File: src/rtl/core/fspp_pkg.sv
// Shared types and constants for the flow size priority predictor.
package fspp_pkg;

    localparam int PRED_W = 40;
    localparam logic [PRED_W-1:0] PRED_MAX = {PRED_W{1'b1}};
    localparam logic [15:0] MIN_SEG_RESET = 16'd1460;

    typedef enum logic [1:0] {
        CMD_CLEAR = 2'd0,
        CMD_LOAD  = 2'd1,
        CMD_START = 2'd2,
        CMD_QUERY = 2'd3
    } t_cmd;

    typedef struct packed {
        t_cmd        command;
        logic [15:0] probability;
        logic [31:0] center;
        logic [31:0] seq;
    } t_req;

    typedef struct packed {
        logic [31:0] priority_res;
        logic        table_full;
    } t_res;

    typedef struct packed {
        logic [15:0] prob;
        logic [31:0] center;
    } t_bucket;

endpackage

File: src/rtl/core/fspp_bucket_ram.sv
// Bucket table memory: one write port, one read port with registered data.
module fspp_bucket_ram #(
    parameter int DEPTH = 16,
    parameter int AW    = 4
) (
    input  logic                i_clk,
    input  logic                i_we,
    input  logic [AW-1:0]       i_waddr,
    input  fspp_pkg::t_bucket   i_wdata,
    input  logic [AW-1:0]       i_raddr,
    output fspp_pkg::t_bucket   o_rdata
);
    import fspp_pkg::*;

    t_bucket r_mem [DEPTH];
    t_bucket r_rdata;

    always_ff @(posedge i_clk) begin
        if (i_we) begin
            r_mem[i_waddr] <= i_wdata;
        end
        r_rdata <= r_mem[i_raddr];
    end

    assign o_rdata = r_rdata;

endmodule

File: src/rtl/core/flow_size_priority_predictor_top.sv
// Top level of the flow size priority predictor: sequencer, prediction and result logic.
//
//   Channel   Direction  Ports                          Handshake
//   request   in         start, i_req (t_req)           taken when start & !busy
//   result    out        o_done, o_res (t_res)          one-cycle strobe, no back-pressure
//   config    in         i_cfg_we, i_cfg_wdata          written when i_cfg_we is high
//
// Clear and load requests are answered in the cycle after they are taken and busy stays low.
// A start runs one refinement; on an empty table it only grows the prediction. A query is
// answered as soon as the prediction reaches the target, with a refinement pass run each
// time it falls short. Each refinement walks the bucket table twice through its single read
// port (argmax pass, then compaction pass), so table occupancy sets how long it runs.
// Reset (i_rst_n low, synchronous) empties the table, zeroes the prediction and sets
// min_segment to 1460. The receiver cannot stall; a result is shown for one cycle only.
module flow_size_priority_predictor_top #(
    parameter int ENTRIES = 16
) (
    input  logic           i_clk,
    input  logic           i_rst_n,
    input  logic           start,
    output logic           busy,
    input  fspp_pkg::t_req i_req,
    output logic           o_done,
    output fspp_pkg::t_res o_res,
    input  logic           i_cfg_we,
    input  logic [15:0]    i_cfg_wdata
);
    import fspp_pkg::*;

    localparam int IW = (ENTRIES > 1) ? $clog2(ENTRIES) : 1;
    localparam int CW = $clog2(ENTRIES + 1);
    localparam logic [CW-1:0] FULL_CNT = CW'(ENTRIES);

    // Sequencer states. REFINE sets up a refinement, AMAX finds the most probable
    // entry, CPT drops covered entries while tracking the smallest survivor, UPDATE
    // forms the new prediction and CHECK answers a start or decides whether a query is answered.
    typedef enum logic [5:0] {
        S_IDLE   = 6'b000001,
        S_REFINE = 6'b000010,
        S_AMAX   = 6'b000100,
        S_CPT    = 6'b001000,
        S_UPDATE = 6'b010000,
        S_CHECK  = 6'b100000
    } t_state;

    t_state          r_state, n_state;
    logic [CW-1:0]   r_count, n_count;
    logic [PRED_W-1:0] r_pred, n_pred;
    logic [15:0]     r_min_seg;
    logic            r_is_query, n_is_query;
    logic [32:0]     r_target, n_target;
    logic [CW-1:0]   r_addr, n_addr;
    logic            r_rv, n_rv;
    logic            r_rlast, n_rlast;
    logic            r_first, n_first;
    logic [15:0]     r_best_prob, n_best_prob;
    logic [31:0]     r_chosen, n_chosen;
    logic [CW-1:0]   r_kept, n_kept;
    logic            r_any, n_any;
    logic [31:0]     r_smallest, n_smallest;
    logic            r_done, n_done;
    t_res            r_res, n_res;

    logic            mem_we;
    logic [IW-1:0]   mem_waddr;
    t_bucket         mem_wdata;
    logic [IW-1:0]   mem_raddr;
    t_bucket         mem_rdata;
    logic            issue;

    logic [PRED_W+1:0] grow_sum;
    logic [PRED_W-1:0] grow_val;
    logic [PRED_W-1:0] upd_val;
    logic [PRED_W-1:0] target_ext;
    logic [PRED_W-1:0] diff;
    logic [PRED_W-2:0] diff_half;

    // Raise a prediction to the floor of twice the segment size.
    function automatic logic [PRED_W-1:0] f_floor(input logic [PRED_W-1:0] p,
                                                  input logic [15:0] ms);
        logic [PRED_W-1:0] fl;
        fl = {{(PRED_W-17){1'b0}}, ms, 1'b0};
        return (p < fl) ? fl : p;
    endfunction

    fspp_bucket_ram #(
        .DEPTH (ENTRIES),
        .AW    (IW)
    ) u_ram (
        .i_clk   (i_clk),
        .i_we    (mem_we),
        .i_waddr (mem_waddr),
        .i_wdata (mem_wdata),
        .i_raddr (mem_raddr),
        .o_rdata (mem_rdata)
    );

    // The read pointer walks the valid entries; data comes back in the next cycle
    // together with r_rv and r_rlast.
    assign issue     = (r_addr < r_count);
    assign mem_raddr = issue ? r_addr[IW-1:0] : '0;

    // Empty-table growth: 2P + 4, saturated to the 40-bit range.
    assign grow_sum = {1'b0, r_pred, 1'b0} + (PRED_W+2)'(4);
    assign grow_val = (grow_sum[PRED_W+1:PRED_W] != 2'b00) ? PRED_MAX
                                                           : grow_sum[PRED_W-1:0];

    // Midpoint stored as c + s, or 2c when nothing survives.
    assign upd_val = r_any ? {{(PRED_W-33){1'b0}}, {1'b0, r_chosen} + {1'b0, r_smallest}}
                           : {{(PRED_W-33){1'b0}}, r_chosen, 1'b0};

    assign target_ext = {{(PRED_W-33){1'b0}}, r_target};
    assign diff       = r_pred - target_ext;
    assign diff_half  = diff[PRED_W-1:1];

    always_comb begin
        n_state     = r_state;
        n_count     = r_count;
        n_pred      = r_pred;
        n_is_query  = r_is_query;
        n_target    = r_target;
        n_addr      = r_addr;
        n_rv        = 1'b0;
        n_rlast     = 1'b0;
        n_first     = r_first;
        n_best_prob = r_best_prob;
        n_chosen    = r_chosen;
        n_kept      = r_kept;
        n_any       = r_any;
        n_smallest  = r_smallest;
        n_done      = 1'b0;
        n_res       = r_res;
        mem_we      = 1'b0;
        mem_waddr   = r_count[IW-1:0];
        mem_wdata   = '{prob: i_req.probability, center: i_req.center};

        case (r_state)
            S_IDLE: begin
                if (start) begin
                    n_is_query = 1'b0;
                    case (i_req.command)
                        CMD_CLEAR: begin
                            n_count = '0;
                            n_pred  = '0;
                            n_res   = '0;
                            n_done  = 1'b1;
                        end
                        CMD_LOAD: begin
                            n_res  = '0;
                            n_done = 1'b1;
                            if (r_count == FULL_CNT) begin
                                n_res.table_full = 1'b1;
                            end else begin
                                mem_we  = 1'b1;
                                n_count = r_count + 1'b1;
                            end
                        end
                        CMD_START: begin
                            n_state = S_REFINE;
                        end
                        CMD_QUERY: begin
                            n_is_query = 1'b1;
                            n_target   = {i_req.seq, 1'b0};
                            n_state    = S_CHECK;
                        end
                        default: begin
                            n_state = S_IDLE;
                        end
                    endcase
                end
            end
            S_REFINE: begin
                if (r_count == '0) begin
                    n_pred  = f_floor(grow_val, r_min_seg);
                    n_state = S_CHECK;
                end else begin
                    n_addr  = '0;
                    n_first = 1'b1;
                    n_state = S_AMAX;
                end
            end
            S_AMAX: begin
                n_rv    = issue;
                n_rlast = (r_addr == r_count - 1'b1);
                if (issue) begin
                    n_addr = r_addr + 1'b1;
                end
                if (r_rv) begin
                    // Strict compare keeps the earliest entry on ties.
                    if (r_first || (mem_rdata.prob > r_best_prob)) begin
                        n_best_prob = mem_rdata.prob;
                        n_chosen    = mem_rdata.center;
                    end
                    n_first = 1'b0;
                    if (r_rlast) begin
                        n_addr  = '0;
                        n_rv    = 1'b0;
                        n_kept  = '0;
                        n_any   = 1'b0;
                        n_state = S_CPT;
                    end
                end
            end
            S_CPT: begin
                n_rv    = issue;
                n_rlast = (r_addr == r_count - 1'b1);
                if (issue) begin
                    n_addr = r_addr + 1'b1;
                end
                if (r_rv) begin
                    // Survivors are packed down to the write slot, which always
                    // trails the read pointer.
                    if (mem_rdata.center > r_chosen) begin
                        mem_we    = 1'b1;
                        mem_waddr = r_kept[IW-1:0];
                        mem_wdata = mem_rdata;
                        n_kept    = r_kept + 1'b1;
                        if (!r_any || (mem_rdata.center < r_smallest)) begin
                            n_smallest = mem_rdata.center;
                        end
                        n_any = 1'b1;
                    end
                    if (r_rlast) begin
                        n_rv    = 1'b0;
                        n_state = S_UPDATE;
                    end
                end
            end
            S_UPDATE: begin
                n_count = r_kept;
                n_pred  = f_floor(upd_val, r_min_seg);
                n_state = S_CHECK;
            end
            S_CHECK: begin
                if (!r_is_query) begin
                    n_res   = '0;
                    n_done  = 1'b1;
                    n_state = S_IDLE;
                end else if (r_pred >= target_ext) begin
                    n_res = '0;
                    if (diff_half == '0) begin
                        n_res.priority_res = 32'd1;
                    end else if (diff_half[PRED_W-2:32] != '0) begin
                        n_res.priority_res = 32'hFFFF_FFFF;
                    end else begin
                        n_res.priority_res = diff_half[31:0];
                    end
                    n_done  = 1'b1;
                    n_state = S_IDLE;
                end else begin
                    n_state = S_REFINE;
                end
            end
            default: begin
                n_state = S_IDLE;
            end
        endcase
    end

    always_ff @(posedge i_clk) begin
        if (!i_rst_n) begin
            r_state    <= S_IDLE;
            r_count    <= '0;
            r_pred     <= '0;
            r_min_seg  <= MIN_SEG_RESET;
            r_is_query <= 1'b0;
            r_addr     <= '0;
            r_rv       <= 1'b0;
            r_rlast    <= 1'b0;
            r_first    <= 1'b0;
            r_kept     <= '0;
            r_any      <= 1'b0;
            r_done     <= 1'b0;
        end else begin
            r_state    <= n_state;
            r_count    <= n_count;
            r_pred     <= n_pred;
            r_is_query <= n_is_query;
            r_addr     <= n_addr;
            r_rv       <= n_rv;
            r_rlast    <= n_rlast;
            r_first    <= n_first;
            r_kept     <= n_kept;
            r_any      <= n_any;
            r_done     <= n_done;
            if (i_cfg_we) begin
                r_min_seg <= i_cfg_wdata;
            end
        end
    end

    always_ff @(posedge i_clk) begin
        r_target    <= n_target;
        r_best_prob <= n_best_prob;
        r_chosen    <= n_chosen;
        r_smallest  <= n_smallest;
        r_res       <= n_res;
    end

    assign busy   = (r_state != S_IDLE);
    assign o_done = r_done;
    assign o_res  = r_res;

    // A result only appears once the sequencer is back at rest.
    a_done_idle: assert property (@(posedge i_clk) disable iff (!i_rst_n)
        o_done |-> !busy)
        else $error("result strobe while busy");

    // Clear and load answer on the very next cycle.
    a_fast_reply: assert property (@(posedge i_clk) disable iff (!i_rst_n)
        (start && !busy && (i_req.command == CMD_CLEAR || i_req.command == CMD_LOAD))
        |=> o_done)
        else $error("clear or load without a result");

    a_count_range: assert property (@(posedge i_clk) disable iff (!i_rst_n)
        r_count <= FULL_CNT)
        else $error("entry count beyond table depth");

    // Compaction must never write ahead of the read pointer.
    a_kept_behind: assert property (@(posedge i_clk) disable iff (!i_rst_n)
        (r_state == S_CPT) |-> (r_kept <= r_addr))
        else $error("compaction write slot passed read pointer");

    a_query_nonzero: assert property (@(posedge i_clk) disable iff (!i_rst_n)
        (o_done && r_is_query) |-> (o_res.priority_res != '0 && !o_res.table_full))
        else $error("query result out of range");

endmodule
File: config.mk
export PLATFORM = sky130hd
export DESIGN_NAME = flow_size_priority_predictor_top
export DESIGN_NICKNAME = d
export VERILOG_FILES = /design/src/rtl/core/fspp_pkg.sv /design/src/rtl/core/fspp_bucket_ram.sv /design/src/rtl/core/flow_size_priority_predictor_top.sv
export SDC_FILE = /design/constraint.sdc
export NUM_CORES = 2
export LEC_CHECK = 0
export ABC_AREA = 1
export BUFFER_PORTS_ARGS = -buffer_cell sky130_fd_sc_hd__clkbuf_2
export CORE_MARGIN = 10
export CORE_UTILIZATION = 50
export DETAILED_ROUTE_END_ITERATION = 7
export PLACE_DENSITY = 0.67
export SLEW_MARGIN = 20
export SYNTH_ARGS = -nofsm -noshare
export SYNTH_HDL_FRONTEND = slang
export SYNTH_SLANG_ARGS = --single-unit
File: constraint.sdc
create_clock -name i_clk -period 10.2 [get_ports i_clk]
set_clock_uncertainty 0.1 [all_clocks]
set_input_delay 3.06 -clock i_clk [delete_from_list [all_inputs] [get_ports i_clk]]
set_output_delay 3.06 -clock i_clk [all_outputs]
set_load 0.01 [all_outputs]
==> impl_metrics.csv <==
group,metric,value,unit
outcome,status,"completed",
clock_network,cts_resized,0,
die,die_y,337,um
drt,ant_nets,0,
global_routing,grt_usage,23.5,%
finish,fillCellCount,8761,
drt,routed_wl,137000,um
power_and_ir_drop,power_frac_comb,17.2,%
finish,antenna_cells,0,
worst_setup_path,cp_max_fo,42,
clock_network,numClockSinks,1044,
global_routing,antenna_found_initial,0,
sta,fin_tns_setup,0,ps
sta,period_share,58.9,%
finish,drive_gt1_share,6.98,%
synth,ys_ff_latch,1044,
power_and_ir_drop,pwr-share-seq,47.2,%
synth,synth-edff-count,913,
die,dieArea,114000,um^2
drt,vias_per_cell,5.61,
clock_network,clockBufferDepth,3,
placed_design,routabilityCongestion,0.955,
worst_setup_path,startpoint,"r_chosen[31]$_DFFE_PP_",
die,fp.dieW,337,um
drt,drc_errors,0,
worst_setup_path,r2r_end,"u_ram.r_mem[11][37]$_DFFE_PP_",
worst_setup_path,crit_chain,"inv_1 > ha_1 > nand2_1 > nor2_1 > nand4_1 > nor4_1 > nand2_1 > a21oi_1 > nand3_4 > buf_4 > o21ai_0 > inv_1 > nor2_1 > nand2_1 > nor2_4 > buf_4",
worst_setup_path,critical_path_class,"reg2reg",
synth,synthTopCellsByArea,"edfxtp_1 (54%), nand2_1 (13%), dfxtp_1 (5.2%)",
power_and_ir_drop,p_int,7.57,mW
die,std_cell_rows,116,
drt,firstDrtPassIters,6,
job,cap_violations,0,
synth,avgSynthCellArea,9.49,um^2
power_and_ir_drop,p_per_area,191,nW/um^2
clock_network,clockRootBuffer,"clkbuf_16",
clock_network,clk_pin_slew,60,ps
global_routing,grt_pass1_wl,210000,um
synth,yosysWarnings,0,
finish,nets,5658,
sta,rsz0062_at_grt,"false",
placed_design,portBuffers,136,
worst_setup_path,cp.arrival,6250,ps
synth,syn_nets,5592,
worst_setup_path,startpoint_type,"flip-flop",
global_routing,grt_pass1_vias,36000,
synth,async_flop_share,0,%
die,start_util,50.3,%
placed_design,dp_hpwl,87300,um
sta,post-route-min-period,6010,ps
worst_setup_path,regToRegSetupSlack,4190,ps
worst_setup_path,crit_path_frequent_cell,"nand2_1",
finish,final-instance-count-excl-fill,6759,
clock_network,htreeDepth,3,
drt,drt_iter0_drc,3293,
die,core,100000,um^2
worst_setup_path,crit_path_top_delay_cell,"nor2_4",
synth,post_synth_instance_area,50300,um^2
worst_setup_path,ff2ff_path_depth,16,
global_routing,grt_max_degree,195,
clock_network,cts_hold_buf,0,
die,io_pins,137,
synth,ys_types,50,
drt,wl_per_cell,20.2,um
worst_setup_path,required,10440,ps
power_and_ir_drop,p_clk_share,35.6,%
worst_setup_path,max_stage_delay,920,ps
synth,synth_top_cell_area_share,54.5,%
power_and_ir_drop,p_sw_share,28.8,%
sta,drv_slew,0,
finish,area_growth,10.7,%
clock_network,cts_tree,"built",
synth,synthFlopType,"edfxtp_1",
synth,syn_inst,5304,
clock_network,clk_latency,700,ps
worst_setup_path,cp-end-kind,"flip-flop",
sta,max_slew.worst_pin.slew,1150,ps
sta,relSlewSlack,23.6,%
synth,ys_seq_area_share,59.7,%
sta,fmax,166,MHz
worst_setup_path,r2r-start,"r_chosen[31]$_DFFE_PP_",
clock_network,numCtsBuffers,105,
sta,finalSetupViolCount,0,
drt,vias,37900,
clock_network,post_cts_buffers,0,
synth,yosysTopAreaCell,"edfxtp_1",
power_and_ir_drop,leakagePower,22.3,nW
sta,hold_viol,0,
power_and_ir_drop,peakVddDrop,166,uV
placed_design,dp_cells,6561,
min_path,hold_class,"reg2reg",
global_routing,grt_overflow,0,
power_and_ir_drop,power.switching,3.05,mW
worst_setup_path,crit_path_end,"u_ram.r_mem[11][37]$_DFFE_PP_",
## flip-flops by register name (all words and copies together), names as in the netlist
register / count
o_done: 1
o_res: 33
r_addr: 5
r_any: 1
r_best_prob: 16
r_chosen: 32
r_count: 5
r_first: 1
r_is_query: 1
r_kept: 5
r_min_seg: 16
r_pred: 40
r_rlast: 1
r_rv: 1
r_smallest: 32
r_state: 6
r_target: 32
u_ram.o_rdata: 48
u_ram.r_mem: 768
## cell usage after synthesis, types with 4 or more instances
cell / number
nor2_2: 11
nor2_1: 403
nand3_2: 4
nor3_1: 25
a211oi_1: 9
a21o_1: 11
clkbuf_1: 191
nand2_1: 1680
nand3b_1: 7
clkinv_1: 4
nor4_1: 15
buf_2: 14
a32o_1: 48
ha_1: 184
dfxtp_1: 131
o21bai_1: 8
inv_1: 492
inv_2: 4
nand3_1: 522
o211ai_1: 9
nand4_1: 45
xnor2_1: 13
and2_1: 7
a31oi_1: 153
o21a_1: 6
edfxtp_1: 913
o21ai_0: 109
a21oi_1: 186
xor2_1: 55
buf_1: 9
## final cells by class
class / count / area [um^2] / share of cell area (%)
Clock buffer: 154 / 2950 / 5.30
Clock inverter: 44 / 450 / 0.808
Timing Repair Buffer: 177 / 1030 / 1.85
Tap cell: 1298 / 1620 / 2.91
Inverter: 500 / 1890 / 3.39
Multi-Input combinational cell: 3542 / 17700 / 31.8
Sequential cell: 1044 / 30000 / 53.9
## worst max-delay path: cells and delay by family, from the launching register on
kind / cells / cell delay, ps
AOI/OAI and AO/OA: 2 / 900
adders and majority gates: 1 / 300
buffers and inverters: 4 / 1200
DFF: 1 / 380
and+or+nand+nor: 9 / 2760
## per-stage QoR
step / cell area (um^2) / setup slack, ps / utilization [%] / hold WS, ps / power [mW]
after floorplan: 50300 / 3830 / - / 308 / 6.33
after global placement: 52300 / 3870 / 52.3 / 311 / 6.88
after detailed placement: 52300 / 3790 / 52.3 / 321 / 6.91
after CTS: 55700 / 4120 / 55.7 / 337 / 10.7
after global routing: 55700 / 3910 / 55.7 / 357 / 11.1
final: 55700 / 4190 / 55.7 / 333 / 10.6
## layout by cell type, fill, tap and decap left out, types with 38 or more instances in the layout
cell,count
buf_4,38
nand2_1,1679
o21ai_0,109
xor2_1,55
nor2_1,384
a21oi_1,185
dfxtp_1,131
inv_1,491
a31oi_1,153
nand4_1,45
a32o_1,48
edfxtp_1,913
clkbuf_2,136
ha_1,183
nand3_1,521
clkbuf_16,105
## kinds of logic after synthesis
group / synth area share (%)
XOR/XNOR: 1.18
AO/OA/AOI/OAI: 6.70
AND/OR/NAND/NOR: 22.4
adder cells (fa/ha/maj): 4.65
buffers and inverters: 5.43
flip-flops: 59.7
## per-layer routing
metal	wire, um	up-vias	GRT usage, %
met5	0	-	0
met4	4540	0	8.16
met3	9340	267	3.16
met2	64800	1402	38.9
met1	58000	18100	31.7
li1	-	18200	-
## power by group through the flow
stage	Combinational (mW)	Sequential [mW]	Clock, mW
2_1_floorplan	1.29	5.04	0
3_3_place_gp	1.78	5.10	0
3_5_place_dp	1.81	5.10	0
4_1_cts	1.82	5.02	3.83
5_1_grt	2.06	5.03	4.01
6_report	1.83	5.02	3.78
## how the worst min path moves through the flow
stage                                         start                        to  slack (ps)  cells past startpoint
after floorplan           u_ram.o_rdata[32]$_DFF_P_  r_best_prob[0]$_DFFE_PP_         310                      0
after global placement    u_ram.o_rdata[32]$_DFF_P_  r_best_prob[0]$_DFFE_PP_         310                      0
after detailed placement  u_ram.o_rdata[32]$_DFF_P_  r_best_prob[0]$_DFFE_PP_         320                      0
after CTS                 u_ram.o_rdata[32]$_DFF_P_  r_best_prob[0]$_DFFE_PP_         340                      0
after global routing      u_ram.o_rdata[32]$_DFF_P_  r_best_prob[0]$_DFFE_PP_         360                      0
final                     u_ram.o_rdata[32]$_DFF_P_  r_best_prob[0]$_DFFE_PP_         330                      0
Note: power is estimated with default switching activity, not from simulation.
